==> config.mk <==
export PLATFORM = sky130hd
export DESIGN_NAME = lidar_frame_sync_crc32_parser_flat
export DESIGN_NICKNAME = d
export VERILOG_FILES = /design/src/hdl/lfs_pkg.sv /design/src/hdl/lfs_if.sv /design/src/hdl/lfs_crc_unit.sv /design/src/hdl/lfs_frame_ctrl.sv /design/src/hdl/lidar_frame_sync_crc32_parser.sv /design/src/flat_wrapper.sv
export SDC_FILE = /design/constraint.sdc
export NUM_CORES = 1
export LEC_CHECK = 0
export BUFFER_PORTS_ARGS = -buffer_cell sky130_fd_sc_hd__buf_4
export CAP_MARGIN = 20
export CORE_MARGIN = 2
export CORE_UTILIZATION = 45
export CTS_BUF_LIST = sky130_fd_sc_hd__clkbuf_8
export CTS_CLUSTER_SIZE = 24
export DETAILED_ROUTE_END_ITERATION = 8
export PLACE_DENSITY_LB_ADDON = 0.2
export RECOVER_POWER = 50
export SYNTH_ARGS = -nofsm -noshare
export SYNTH_HDL_FRONTEND = slang
export SYNTH_SLANG_ARGS = --single-unit
==> constraint.sdc <==
create_clock -name clk -period 5.8 [get_ports clk]
set_input_delay 1.45 -clock clk [delete_from_list [all_inputs] [get_ports clk]]
set_output_delay 1.45 -clock clk [all_outputs]
set_load 0.02 [all_outputs]
==> src/hdl/lfs_pkg.sv <==
// Shared types, constants and CRC helper for the lidar frame parser.
// Depends on nothing; lfs_crc_unit, lfs_frame_ctrl and the top import it.
package lfs_pkg;

  localparam logic [31:0] CRC_POLY  = 32'h04C1_1DB7;
  localparam logic [31:0] CRC_INIT  = 32'hFFFF_FFFF;
  localparam logic [7:0]  HEAD_B0   = 8'h44;
  localparam logic [7:0]  HEAD_B1   = 8'h45;
  localparam logic [7:0]  HEAD_B2   = 8'h32;
  localparam logic [7:0]  HEAD_B3   = 8'h30;
  localparam logic [31:0] HEAD_WORD = {HEAD_B3, HEAD_B2, HEAD_B1, HEAD_B0};
  localparam logic [23:0] HEAD_WIN  = {HEAD_B0, HEAD_B1, HEAD_B2};

  localparam int FRAME_LEN  = 24;
  localparam int CRC_WORDS  = 5;
  localparam int IDX_W      = 5;
  localparam logic [IDX_W-1:0] IDX_FIRST = IDX_W'(4);
  localparam logic [IDX_W-1:0] IDX_DIST  = IDX_W'(11);
  localparam logic [IDX_W-1:0] IDX_AMP   = IDX_W'(15);
  localparam logic [IDX_W-1:0] IDX_CRC_END = IDX_W'(4 * CRC_WORDS);
  localparam logic [IDX_W-1:0] IDX_LAST  = IDX_W'(FRAME_LEN - 1);

  // Bytes per word, which is also the number of CRC steps per word.
  localparam int CNT_W = 3;
  localparam logic [CNT_W-1:0] WORD_STEPS = CNT_W'(4);

  typedef enum logic {
    ST_HUNT,
    ST_CAPTURE
  } lfs_state_t;

  // Commands from the frame controller to the CRC unit.
  typedef struct packed {
    logic        start;  // header found: restart with the header word
    logic        load;   // a frame word within bytes 0 to 19 is complete
    logic [31:0] word;
  } lfs_crc_ctl_t;

  typedef struct packed {
    logic [31:0] distance;
    logic [31:0] amplitude;
    logic        crc_ok;
  } lfs_result_t;

  // Eight bits of the CRC, most significant data bit first.
  function automatic logic [31:0] crc_byte(input logic [31:0] crc_in,
                                           input logic [7:0]  data);
    logic [31:0] c;
    c = crc_in;
    for (int k = 7; k >= 0; k--) begin
      if (c[31] ^ data[k]) begin
        c = {c[30:0], 1'b0} ^ CRC_POLY;
      end else begin
        c = {c[30:0], 1'b0};
      end
    end
    return c;
  endfunction

endpackage

==> src/hdl/lfs_if.sv <==
// Valid/ready channel interfaces for the byte input and the frame result.
// Depends on nothing.
interface lfs_in_if;
  logic       valid;
  logic       ready;
  logic [7:0] rx_byte;

  modport source (output valid, output rx_byte, input ready);
  modport sink (input valid, input rx_byte, output ready);
endinterface

interface lfs_out_if;
  logic        valid;
  logic        ready;
  logic [31:0] distance;
  logic [31:0] amplitude;
  logic        crc_ok;

  modport source (output valid, output distance, output amplitude, output crc_ok,
                  input ready);
  modport sink (input valid, input distance, input amplitude, input crc_ok,
                output ready);
endinterface

==> src/hdl/lfs_crc_unit.sv <==
// Byte-serial CRC-32 engine: folds each completed word in, top byte first.
// Depends on lfs_pkg.
module lfs_crc_unit
  import lfs_pkg::*;
(
  input  logic         clk,
  input  logic         rst_n,
  input  lfs_crc_ctl_t ctl,
  output logic [31:0]  crc_now
);

  logic [31:0]      crc_r, crc_nxt;
  logic [31:0]      word_r, word_nxt;
  logic [CNT_W-1:0] cnt_r, cnt_nxt;
  logic             busy;
  logic [31:0]      crc_step;

  assign busy     = (cnt_r != '0);
  assign crc_step = busy ? crc_byte(crc_r, word_r[31:24]) : crc_r;
  // CRC as it stands after this edge; a frame end uses it for the compare.
  assign crc_now  = crc_step;

  always_comb begin
    crc_nxt  = crc_step;
    word_nxt = word_r;
    cnt_nxt  = cnt_r;
    if (ctl.start) begin
      crc_nxt  = CRC_INIT;
      word_nxt = HEAD_WORD;
      cnt_nxt  = WORD_STEPS;
    end else if (ctl.load) begin
      word_nxt = ctl.word;
      cnt_nxt  = WORD_STEPS;
    end else if (busy) begin
      word_nxt = {word_r[23:0], 8'h00};
      cnt_nxt  = cnt_r - CNT_W'(1);
    end
  end

  always_ff @(posedge clk) begin
    crc_r  <= crc_nxt;
    word_r <= word_nxt;
    if (!rst_n) begin
      cnt_r <= '0;
    end else begin
      cnt_r <= cnt_nxt;
    end
  end

  a_cnt_range: assert property (@(posedge clk) disable iff (!rst_n)
    cnt_r <= WORD_STEPS)
    else $error("CRC step count out of range");

  // A new word may only arrive in the previous word's last step or later.
  a_no_overrun: assert property (@(posedge clk) disable iff (!rst_n)
    (ctl.start || ctl.load) |-> (cnt_r <= CNT_W'(1)))
    else $error("CRC word arrived before the previous word was folded in");

endmodule

==> src/hdl/lfs_frame_ctrl.sv <==
// Header hunt, frame byte capture and word assembly for the lidar parser.
// Depends on lfs_pkg.
module lfs_frame_ctrl
  import lfs_pkg::*;
(
  input  logic         clk,
  input  logic         rst_n,
  input  logic         accept,
  input  logic [7:0]   rx_byte,
  input  logic [31:0]  crc_now,
  output lfs_crc_ctl_t crc_ctl,
  output logic         fire,
  output lfs_result_t  result
);

  lfs_state_t       state_r, state_nxt;
  logic [23:0]      win_r, win_nxt;
  logic [IDX_W-1:0] idx_r, idx_nxt;
  logic [31:0]      asm_r, asm_val;
  logic [31:0]      dist_r, dist_nxt;
  logic [31:0]      amp_r, amp_nxt;
  logic             head_hit, word_done, last;

  assign head_hit  = (win_r == HEAD_WIN) && (rx_byte == HEAD_B3);
  assign word_done = (idx_r[1:0] == 2'd3);
  assign last      = (idx_r >= IDX_LAST);

  // Place the byte into its little-endian lane; lane zero starts a new word.
  always_comb begin
    case (idx_r[1:0])
      2'd0:    asm_val = {24'h0, rx_byte};
      2'd1:    asm_val = {asm_r[31:16], rx_byte, asm_r[7:0]};
      2'd2:    asm_val = {asm_r[31:24], rx_byte, asm_r[15:0]};
      default: asm_val = {rx_byte, asm_r[23:0]};
    endcase
  end

  always_comb begin
    state_nxt = state_r;
    unique case (state_r)
      ST_HUNT: begin
        if (accept && head_hit) state_nxt = ST_CAPTURE;
      end
      ST_CAPTURE: begin
        if (accept && last) state_nxt = ST_HUNT;
      end
      default: state_nxt = ST_HUNT;
    endcase
  end

  always_comb begin
    win_nxt       = win_r;
    idx_nxt       = idx_r;
    dist_nxt      = dist_r;
    amp_nxt       = amp_r;
    crc_ctl.start = 1'b0;
    crc_ctl.load  = 1'b0;
    crc_ctl.word  = asm_val;
    fire          = 1'b0;
    unique case (state_r)
      ST_HUNT: begin
        if (accept) begin
          if (head_hit) begin
            win_nxt       = '0;
            idx_nxt       = IDX_FIRST;
            crc_ctl.start = 1'b1;
          end else begin
            win_nxt = {win_r[15:0], rx_byte};
          end
        end
      end
      ST_CAPTURE: begin
        if (accept) begin
          crc_ctl.load = word_done && (idx_r < IDX_CRC_END);
          if (idx_r == IDX_DIST) dist_nxt = asm_val;
          if (idx_r == IDX_AMP)  amp_nxt  = asm_val;
          if (last) begin
            fire    = 1'b1;
            idx_nxt = '0;
            win_nxt = '0;
          end else begin
            idx_nxt = idx_r + IDX_W'(1);
          end
        end
      end
      default: ;
    endcase
  end

  assign result.distance  = dist_r;
  assign result.amplitude = amp_r;
  assign result.crc_ok    = (crc_now == asm_val);

  always_ff @(posedge clk) begin
    if (accept) asm_r <= asm_val;
    dist_r <= dist_nxt;
    amp_r  <= amp_nxt;
    if (!rst_n) begin
      state_r <= ST_HUNT;
      win_r   <= '0;
      idx_r   <= '0;
    end else begin
      state_r <= state_nxt;
      win_r   <= win_nxt;
      idx_r   <= idx_nxt;
    end
  end

  a_hunt_idx: assert property (@(posedge clk) disable iff (!rst_n)
    (state_r == ST_HUNT) |-> (idx_r == '0))
    else $error("Byte index not cleared while hunting");

  a_capture_idx: assert property (@(posedge clk) disable iff (!rst_n)
    (state_r == ST_CAPTURE) |-> ((idx_r >= IDX_FIRST) && (idx_r <= IDX_LAST) &&
                                 (win_r == '0)))
    else $error("Capture state with bad index or stale header window");

endmodule

==> src/hdl/lidar_frame_sync_crc32_parser.sv <==
// Top level of the lidar frame parser: handshake, result register, subunits.
// Depends on lfs_pkg, lfs_if, lfs_crc_unit and lfs_frame_ctrl.
//
// Usage: bytes from the sensor serial link enter on in_chan, one byte per
// transaction. The block hunts for the header 44 45 32 30, then captures a
// 24-byte frame that starts with the header. Frame bytes 0 to 19 run through
// a CRC-32 (poly 04C11DB7, init all ones, no reflection, no final xor) as
// five little-endian words, and the result is compared with bytes 20 to 23.
// On the last frame byte one transaction leaves on out_chan carrying the
// distance (bytes 8 to 11), the amplitude (bytes 12 to 15) and crc_ok.
// The result is registered, so it is valid in the cycle after the
// transaction that carries the last frame byte. Throughput: one byte per
// cycle while the output register can take a result. The CRC unit folds
// each completed word in one byte per clock, done by the next word's load.
// Reset (synchronous, active low) returns the block to hunting with an empty
// header window and no result pending. When the receiver stalls, the result
// waits in the output register; input is still taken each cycle unless that
// register is full and not being drained in the same cycle.
module lidar_frame_sync_crc32_parser
  import lfs_pkg::*;
(
  input  logic      clk,
  input  logic      rst_n,
  lfs_in_if.sink    in_chan,
  lfs_out_if.source out_chan
);

  logic         accept;
  logic         fire;
  lfs_crc_ctl_t crc_ctl;
  lfs_result_t  result;
  logic [31:0]  crc_now;

  logic         out_valid_r, out_valid_nxt;
  lfs_result_t  out_data_r;

  // The output register can take a new result when empty or being drained.
  assign in_chan.ready = !out_valid_r || out_chan.ready;
  assign accept        = in_chan.valid && in_chan.ready;

  lfs_frame_ctrl u_ctrl (
    .clk     (clk),
    .rst_n   (rst_n),
    .accept  (accept),
    .rx_byte (in_chan.rx_byte),
    .crc_now (crc_now),
    .crc_ctl (crc_ctl),
    .fire    (fire),
    .result  (result)
  );

  lfs_crc_unit u_crc (
    .clk     (clk),
    .rst_n   (rst_n),
    .ctl     (crc_ctl),
    .crc_now (crc_now)
  );

  always_comb begin
    if (fire) begin
      out_valid_nxt = 1'b1;
    end else if (out_chan.ready) begin
      out_valid_nxt = 1'b0;
    end else begin
      out_valid_nxt = out_valid_r;
    end
  end

  always_ff @(posedge clk) begin
    if (fire) out_data_r <= result;
    if (!rst_n) begin
      out_valid_r <= 1'b0;
    end else begin
      out_valid_r <= out_valid_nxt;
    end
  end

  assign out_chan.valid     = out_valid_r;
  assign out_chan.distance  = out_data_r.distance;
  assign out_chan.amplitude = out_data_r.amplitude;
  assign out_chan.crc_ok    = out_data_r.crc_ok;

  // A pending result must never be overwritten before it is taken.
  a_no_overwrite: assert property (@(posedge clk) disable iff (!rst_n)
    fire |-> (!out_valid_r || out_chan.ready))
    else $error("Result produced while the output register was held");

endmodule
==> src/flat_wrapper.sv <==
// flat-port wrapper written by rule: the top's interface ports become plain ports
module lidar_frame_sync_crc32_parser_flat import lfs_pkg::*;
  (clk, rst_n, in_chan_valid, in_chan_rx_byte, in_chan_ready, out_chan_valid, out_chan_distance, out_chan_amplitude, out_chan_crc_ok, out_chan_ready);
  lfs_in_if in_chan_i ();
  lfs_out_if out_chan_i ();
  input  logic clk;
  input  logic rst_n;
  input wire logic [$bits(in_chan_i.valid)-1:0] in_chan_valid;
  input wire logic [$bits(in_chan_i.rx_byte)-1:0] in_chan_rx_byte;
  output wire logic [$bits(in_chan_i.ready)-1:0] in_chan_ready;
  output wire logic [$bits(out_chan_i.valid)-1:0] out_chan_valid;
  output wire logic [$bits(out_chan_i.distance)-1:0] out_chan_distance;
  output wire logic [$bits(out_chan_i.amplitude)-1:0] out_chan_amplitude;
  output wire logic [$bits(out_chan_i.crc_ok)-1:0] out_chan_crc_ok;
  input wire logic [$bits(out_chan_i.ready)-1:0] out_chan_ready;
  assign in_chan_i.valid = in_chan_valid;
  assign in_chan_i.rx_byte = in_chan_rx_byte;
  assign in_chan_ready = in_chan_i.ready;
  assign out_chan_valid = out_chan_i.valid;
  assign out_chan_distance = out_chan_i.distance;
  assign out_chan_amplitude = out_chan_i.amplitude;
  assign out_chan_crc_ok = out_chan_i.crc_ok;
  assign out_chan_i.ready = out_chan_ready;
  lidar_frame_sync_crc32_parser u_core (.clk(clk), .rst_n(rst_n), .in_chan(in_chan_i), .out_chan(out_chan_i));
endmodule
# == Word-level counts from Yosys, hierarchy flattened ==
# Index checks and enable logic that the tools add are counted.
# totals
input_bits,12
regBits,259
# classes
add_sub_neg,2
bitwise,18
order_cmp,2
n_eq_ne,12
reduce_logical,17
muxes,38
# op_table
operator,count
two-way mux 27 bit,8
inverter 14 bit,8
two-way mux 24 bit,4
two-way mux 32 bit,3
one-hot mux 32 bit (3 select lines),1
one-hot mux 24 bit (2 select lines),1
equality test 32 bit,1
"equality test 24 x 23 -> 1 bit, second input constant",1
two-way mux 5 bit,4
two-way mux 1 bit,12
AND reduction 3 bit,4
"equality test 5 x 4 -> 1 bit, second input constant",2
one-hot mux 5 bit (2 select lines),1
two-way mux 3 bit,3
"equality test 8 x 6 -> 1 bit, second input constant",1
bitwise XOR 1 bit,8
"!= test 2 bit, second input constant",3
nonzero test 3 bit,2
"adder 5 x 1 -> 5 bit, second input constant",1
">= comparator 5 bit, second input constant",1
logical AND 1 bit,5
"< comparator 5 bit, second input constant",1
"equality test 2 bit, second input constant",2
nonzero test 2 bit,2
9 further kinds,10

# == Depth between registers and ports, before layout ==
# Gate-level depths: netlist of the first run.
# depth
word_depth,18
mapped_depth,12
depth_no_buf,11

# == By module ==
# Synthesis of the first run repeated with hierarchy kept, for this count alone.
# hier_totals
cells_unflattened,841
area_unflattened_um2,10727.8
# modules_own_cells
module,n_inst,area_each_um2,seq_area_each_um2,cells_per_inst
lfs_frame_ctrl,1,5183.7,3483.3,378
lfs_crc_unit,1,3534.6,1341.3,393
lidar_frame_sync_crc32_parser,1,2009.4,1971.9,70

# == Least setup slack after synthesis of the first run ==
# No wires, ideal clock.
# synth_path
path_kind,input port to flip-flop
from,in out_chan_ready
to,"reg u_core.out_data_r, in the netlist u_core.out_chan.amplitude[0] (enable)"
setup_time_ns,0.419
required_time_ns,5.381
arrival_ns,4.544
path_stages,5
slack_ns,0.837
n_path_buf,1
path_cell_list,nand2b_1 and2_1 clkbuf_1 nand4_1 inv_1
# synth_between
elab_chain_len,4
# synth_lines
item,line_no,source
from (decl),flat_wrapper.sv:15,input wire logic [$bits(out_chan_i.ready)-1:0] out_chan_ready;
logical OR 1 bit,lidar_frame_sync_crc32_parser.sv:38,assign in_chan.ready = !out_valid_r || out_chan.ready;
logical AND 1 bit,lidar_frame_sync_crc32_parser.sv:39,assign accept = in_chan.valid && in_chan.ready;
via u_core.accept,lidar_frame_sync_crc32_parser.sv:28,logic accept;
two-way mux 1 bit,lfs_frame_ctrl.sv:73,if (accept) begin
two-way mux 1 bit,lfs_frame_ctrl.sv:60,unique case (state_r)
via u_core.fire,lidar_frame_sync_crc32_parser.sv:29,logic fire;
to (signal assigned),lidar_frame_sync_crc32_parser.sv:70,if (fire) out_data_r <= result;
to (decl),lidar_frame_sync_crc32_parser.sv:35,lfs_result_t out_data_r;
# The timed path passes the listed nets, and every way through them passes these cells.
# A chain may end at the register's enable or synchronous reset.

# == Worst setup path in the final report of the first run ==
# layout_path
from,in out_chan_ready
to,"reg u_core.out_data_r, in the netlist u_core.out_chan.distance[16] (enable)"
# layout_between
elab_chain_len,4
# layout_lines
item,line_no
logical OR 1 bit,lidar_frame_sync_crc32_parser.sv:38
logical AND 1 bit,lidar_frame_sync_crc32_parser.sv:39
two-way mux 1 bit,lfs_frame_ctrl.sv:73
two-way mux 1 bit,lfs_frame_ctrl.sv:60
via u_core.fire,lidar_frame_sync_crc32_parser.sv:29
# The timed path passes the listed nets, and every way through them passes these cells.

==> flow_metrics.tcl, run 1 <==
set metrics [dict create \
    grtUsageTotal_pct 21.6 \
    met3_usage_pct 5.14 \
    htree_levels 2 \
    place_hpwl_mm 18.3 \
    seqPwrFrac_pct 34.1 \
    yosysWarnings 0 \
    drtIter0Drc 636 \
    die_area_um2 25600 \
    drive_gt1_share_pct 10.5 \
    clk_latency_ns 0.56 \
    grt_max_degree 64 \
    antenna_found_initial 0 \
    status "finished, violations left" \
    p_clk_share_pct 21.8 \
    die_x_um 160 \
    worst_pin_slew_ns 2.11 \
    clock-sinks 259 \
    avgViaCountPerCell 5.47 \
    grt_pass1_vias 6934 \
    slowest_stage "clkbuf_1" \
    synth_area_leaders "edfxtp_1 (44%), dfxtp_1 (18%), xnor2_1 (3.9%)" \
    busiest_layer "met2" \
    initial_core_util_pct 45.4 \
    ff2ff_path_depth 9 \
    arrival_ns 4.74 \
    final.min_clock_period_ns 4.52 \
    final_util_pct 51.3 \
    drv_slew 76 \
    pwr_density_cell_nw_per_um2 543 \
    critPathKind "in2reg" \
    area_growth_pct 13.1 \
    die_y_um 160 \
    gr-total-overflow 0 \
    synth_xor_area_share_pct 10.6 \
    ctsResizeCount 0 \
    synthesis.nets 916 \
    endpoint_kind "register" \
    fin_total_pwr_mw 6.72 \
    max_freq_mhz 221 \
    power.leakage_nw 4.38 \
    rows 57 \
    netlist.area_leader.share_pct 44.2 \
    grt_pass1_wl_mm 41.8 \
    use_met2_pct 31.4 \
    ant_nets 0 \
    fin_skew_ns 0.0240 \
    syn_area_um2 10900 \
    grt_use_met1_pct 31.1 \
    synth-seq-area-share_pct 62.1 \
    synthAdderAreaFrac_pct 0.801 \
    drtPass1Iterations 5 \
    wl_per_cell_um 20.6 \
    syn_inst 897 \
    synth_cell_type_count 70 \
    synth_top_family_by_area "simple AND/OR/NAND/NOR gates" \
    cts_made_buffers 43 \
    hold_class "reg2reg" \
    min_path_cells 0 \
    swShare_pct 37.9 \
    yosys.area_share.simple_pct 11.6 \
    p_int_mw 4.17 \
    synth_top_cell_by_area "edfxtp_1" \
    synth-async-reset-ratio_pct 0 \
    critPathLaunchType "input pin" \
    timing.final.crit_share_pct 78.0 \
    via_count 7329 \
    p_sw_mw 2.55 \
    synth-main-ff-cell "edfxtp_1" \
    ir_drop_uv 297 \
    rsz0062_at_grt "no" \
    cts_max_path_buffers 3 \
    synthMuxAreaShare_pct 0.458 \
    drc 0 \
    avgSynthCellArea_um2 12.2 \
    synth_compound_area_share_pct 11.4 \
    worstPathMaxFanout 42 \
    finalSetupViolCount 0 \
    n_antenna_cell 0 \
    maxSlewHeadroom_pct -40.5 \
    gp_congestion 0.970 \
    worst_setup_hold_path_clk_slew_ns 0.06 \
    cts-root-buf "clkbuf_8" \
    cp_data_required_time_ns 6.02 \
    maxCapViolCount 2 \
    p_comb_share_pct 44.1 \
    worstPathCellList "clkbuf_4 -> nand2b_1 -> and2_2 -> clkbuf_1 -> nand4_1 -> inv_2 -> buf_4" \
    crit_path_max_incr_delay_ns 1.50 \
    nNetsFinal 1002 \
    portBuffers 78 \
    core_um2 24100 \
    cts_hold_buf 0 \
    pin_count 79 \
    violations "capacitance limit, slew limit" \
    post_cts_buffers 0 \
    setup_tns_ns 0 \
    drt-total-wl_mm 27.6 \
    ys_ff_latch 259 \
    finalHoldViolCount 0 \
    cts_tree "yes" \
    synth_enable_flop_cells 161 \
]
[registers in the layout, indices dropped and copies added (netlist names)]
name and cells:
u_core.u_crc.crc_r 32, u_core.u_ctrl.amp_r 32, u_core.out_chan.distance 32, u_core.u_ctrl.state_r 1
u_core.out_chan.valid 1, u_core.u_ctrl.win_r 24, u_core.u_crc.cnt_r 3, u_core.out_chan.crc_ok 1
u_core.u_ctrl.dist_r 32, u_core.out_chan.amplitude 32, u_core.u_ctrl.asm_r 32, u_core.u_crc.word_r 32
u_core.u_ctrl.idx_r 5
[Yosys cell counts (6+ instances only)]
cell type / instances
o21ai_0: 34
nor3_1: 9
xnor3_1: 7
nand4_1: 9
ha_1: 7
and3_1: 6
xnor2_2: 7
inv_1: 28
dfxtp_1: 98
nor2_1: 71
xnor2_4: 6
nand2_1: 107
o211ai_1: 8
edfxtp_1: 161
nand3_1: 29
clkbuf_1: 44
a31oi_1: 10
and2_1: 8
a21oi_1: 25
xor2_1: 17
nor2b_1: 7
a22oi_1: 39
xnor2_1: 49
a311oi_1: 16
a22o_1: 13
[per-layer routing]
layer  routed length (um)  vias to the layer above
li1                     -                     3438
met1                12400                     3466
met2                11700                      349
met3                 2450                       76
met4                 1130                        0
met5                    0                        -
[through the flow]
stage          hold slack, ns  std cells  setup WS (ns)  cell area, um^2
2_1_floorplan           0.400        897          0.837            10900
3_3_place_gp            0.402       1261           2.01            11800
3_5_place_dp            0.405       1261           1.99            11800
4_1_cts                 0.416       1339           2.11            12600
5_1_grt                 0.421       1340          0.961            12400
6_report                0.416       1340           1.28            12400
[cell usage in the layout (no fill, tap or decap), types with 6 or more instances in the layout]
master / count
a21oi_1: 25
a22o_1: 13
a22oi_1: 40
a311oi_1: 16
a31oi_1: 10
and2_1: 7
and3_1: 6
buf_4: 22
clkbuf_1: 70
clkbuf_8: 46
clkinv_1: 13
dfxtp_1: 98
edfxtp_1: 161
ha_1: 7
inv_1: 38
nand2_1: 106
nand3_1: 29
nand4_1: 9
nor2_1: 71
nor2b_1: 6
nor3_1: 9
o211ai_1: 8
o21ai_0: 35
xnor2_1: 49
xnor2_2: 7
xnor2_4: 6
xnor3_1: 7
xor2_1: 17
[worst max-delay path: cells and delay by family]
| family | cells | cell delay [ns] |
|---|---|---|
| AND/OR/NAND/NOR | 3 | 0.66 |
| buffers and inverters | 4 | 2.59 |
[power groups by stage]
stage | logic (mW) | clock network [mW] | registers [mW]
after floorplan | 2.31 | 0 | 2.26
after global placement | 2.90 | 0 | 2.32
after detailed placement | 2.90 | 0 | 2.32
after CTS | 2.92 | 1.50 | 2.29
after global routing | 3.22 | 1.58 | 2.30
final | 2.96 | 1.47 | 2.29
[logic make-up (layout without fill, tap and decap cells)]
family / after synthesis / in the layout
buf+inv: 82 / 201
fa+ha+maj: 7 / 7
mux: 5 / 5
compound gates: 177 / 177
simple gates: 275 / 275
xor+xnor: 92 / 92
flops: 259 / 259
[worst paths after layout]
path              slack (ns)                           end                startpoint
setup / recovery        1.28  u_core.out_chan.distance[16]            out_chan_ready
hold / removal          0.42  u_core.out_chan.distance[13]  u_core.u_ctrl.dist_r[13]
setup reg to reg        1.94        u_core.out_chan.crc_ok    u_core.u_ctrl.idx_r[0]
hold reg to reg         0.42  u_core.out_chan.distance[13]  u_core.u_ctrl.dist_r[13]
[layout make-up]
class,count,area (um^2)
Sequential cell,259,6800
Clock buffer,46,633
Clock inverter,32,151
Multi-Input combinational cell,556,3820
Inverter,29,109
Fill cell,2185,11700
Tap cell,324,405
Timing Repair Buffer,94,450
(Power assumes the default switching activity.)
==> inputs of run 2 (changes only) <==
==> constraint.sdc (replaced) <==
create_clock -name clk -period 4.3 [get_ports clk]
set_input_delay 1.075 -clock clk [delete_from_list [all_inputs] [get_ports clk]]
set_output_delay 1.075 -clock clk [all_outputs]
set_load 0.02 [all_outputs]
==> flow_metrics.tcl, run 2 (same netlist as run 1, synthesis figures left out) <==
set metrics [dict create \
    core_um2 24100 \
    grtUsageTotal_pct 21.3 \
    finalHoldViolCount 0 \
    antenna_found_initial 0 \
    drive_gt1_share_pct 10.7 \
    nNetsFinal 1007 \
    postLayoutCellArea_um2 12500 \
    drtPass1Iterations 5 \
    post_cts_buffers 0 \
    ctsResizeCount 0 \
    gr-total-overflow 0 \
    min_path_cells 0 \
    cts_made_buffers 43 \
    via_count 7332 \
    cp_top_family "buffers and inverters" \
    cp_num_buf_inv 2 \
    maxCapViolCount 0 \
    clock-sinks 259 \
    hold_class "reg2reg" \
    grt_pass1_wl_mm 41.7 \
    holdWs_ns 0.414 \
    critPathKind "reg2reg" \
    worstHoldStart "u_core.u_ctrl.amp_r[25]" \
    rows 57 \
    initial_core_util_pct 45.4 \
    place_hpwl_mm 18.8 \
    area_growth_pct 13.9 \
    htree_levels 2 \
    final_common_cell "edfxtp_1" \
    crit_path_start "u_core.u_ctrl.idx_r[0]" \
    final_cell_mix "edfxtp_1 (161), nand2_1 (106), dfxtp_1 (98)" \
    power.leakage_nw 4.44 \
    cts-root-buf "clkbuf_8" \
    n_fill_cell 2179 \
    worstPathCellList "ha_1 -> clkbuf_1 -> nand2_1 -> o21ai_0 -> clkbuf_1 -> o22ai_1 -> nor3_1 -> o311ai_0 -> or4_1 -> nor3_2" \
    drc 0 \
    dp.cells 1267 \
    dpl_cell_area_um2 11900 \
    maxSlewHeadroom_pct 8.96 \
    grt_max_degree 57 \
    cts_tree "yes" \
    cts_hold_buf 0 \
    crit_path_frequent_cell "clkbuf_1" \
    cts_max_path_buffers 3 \
    cp_data_required_time_ns 4.71 \
    die_y_um 160 \
    final.min_clock_period_ns 3.54 \
    rsz0062_at_grt "no" \
    ff2ff_path_depth 10 \
    portBuffers 78 \
    final-instance-count-excl-fill 1347 \
    arrival_ns 3.95 \
    cp.depth 10 \
    clk_latency_ns 0.55 \
    setup_tns_ns 0 \
    die_x_um 160 \
    pin_count 79 \
    drv_slew 0 \
    finalSetupViolCount 0 \
    wl_per_cell_um 20.4 \
    fin_skew_ns 0.0265 \
    crit_path_max_incr_delay_ns 0.53 \
    critPathLaunchType "register" \
    die_area_um2 25600 \
    avgViaCountPerCell 5.44 \
    ir_drop_uv 376 \
    endpoint_kind "register" \
    status "finished, final reports clean" \
    timing.final.crit_share_pct 82.4 \
    max_freq_mhz 282 \
    gp_congestion 0.932 \
    pwr_density_cell_nw_per_um2 743 \
    worstPathMaxFanout 14 \
    worst_pin_slew_ns 1.35 \
    ant_nets 0 \
    drtIter0Drc 960 \
    drt-total-wl_mm 27.4 \
    r2r-start "u_core.u_ctrl.idx_r[0]" \
    worst_setup_hold_path_clk_slew_ns 0.06 \
    slowest_stage "clkbuf_1" \
    grt_pass1_vias 6862 \
]
-- run 2: changes by cell type in the layout (fill, tap and decap cells not counted), sizes merged --
cell      before  now
clkbuf       117  119
buf           23   27
diode          0    1
inv           40   46
clkinv        19   12
bufinv         0    2
clkinvlp       2    1
-- run 2: through the flow --
stage | utilization, % | worst slack [ns] | power [mW]
final | 51.7 | 0.758 | 9.26
after CTS | 52.8 | 0.966 | 9.23
after global routing | 51.7 | 0.400 | 9.76
after detailed placement | 49.4 | 0.971 | 7.12
after floorplan | - | 0.218 | 6.17
after global placement | 49.4 | 1.03 | 7.14
-- run 2: worst paths after layout --
path                                        end  slack [ns]
setup / recovery         u_core.out_chan.crc_ok        0.76
hold / removal    u_core.out_chan.amplitude[25]        0.41
hold reg to reg   u_core.out_chan.amplitude[25]        0.41
setup reg to reg         u_core.out_chan.crc_ok        0.76
-- run 2: worst reg2reg max path: cells and delay by family, from the launching register on --
kind            cells  cell delay, ns
fa+ha+maj           1            0.35
flops               1            0.41
buf+inv             2            1.02
simple gates        4            1.02
compound gates      3            0.60
-- run 2: cell type report --
class,count,area [um^2],share of cell area [%]
tap,324,405,3.25
multi-input combinational,556,3820,30.7
antenna,1,2.50,0.0201
sequential,259,6800,54.5
clock inverter,32,188,1.51
timing repair buffer,99,489,3.93
inverter,29,113,0.904
clock buffer,47,647,5.19
-- run 2: power breakdown --
group / switching (mW) / total [mW] / leakage (nW) / internal [mW]
combinational: 2.29 / 4.08 / 1.87 / 1.79
clock: 0.964 / 2.09 / 0.492 / 1.13
sequential: 0.237 / 3.09 / 2.08 / 2.85
total: 3.49 / 9.26 / 4.44 / 5.77
-- run 2: routing by layer --
layer | vias to the layer above | part of all wire (%) | global-route usage [%] | wire (um)
li1 | 3448 | - | - | -
met1 | 3491 | 45 | 31.5 | 12500
met2 | 348 | 44 | 31.4 | 12000
met3 | 45 | 8.4 | 4.70 | 2310
met4 | 0 | 2.6 | 7.13 | 724
met5 | - | 0 | 0 | 0
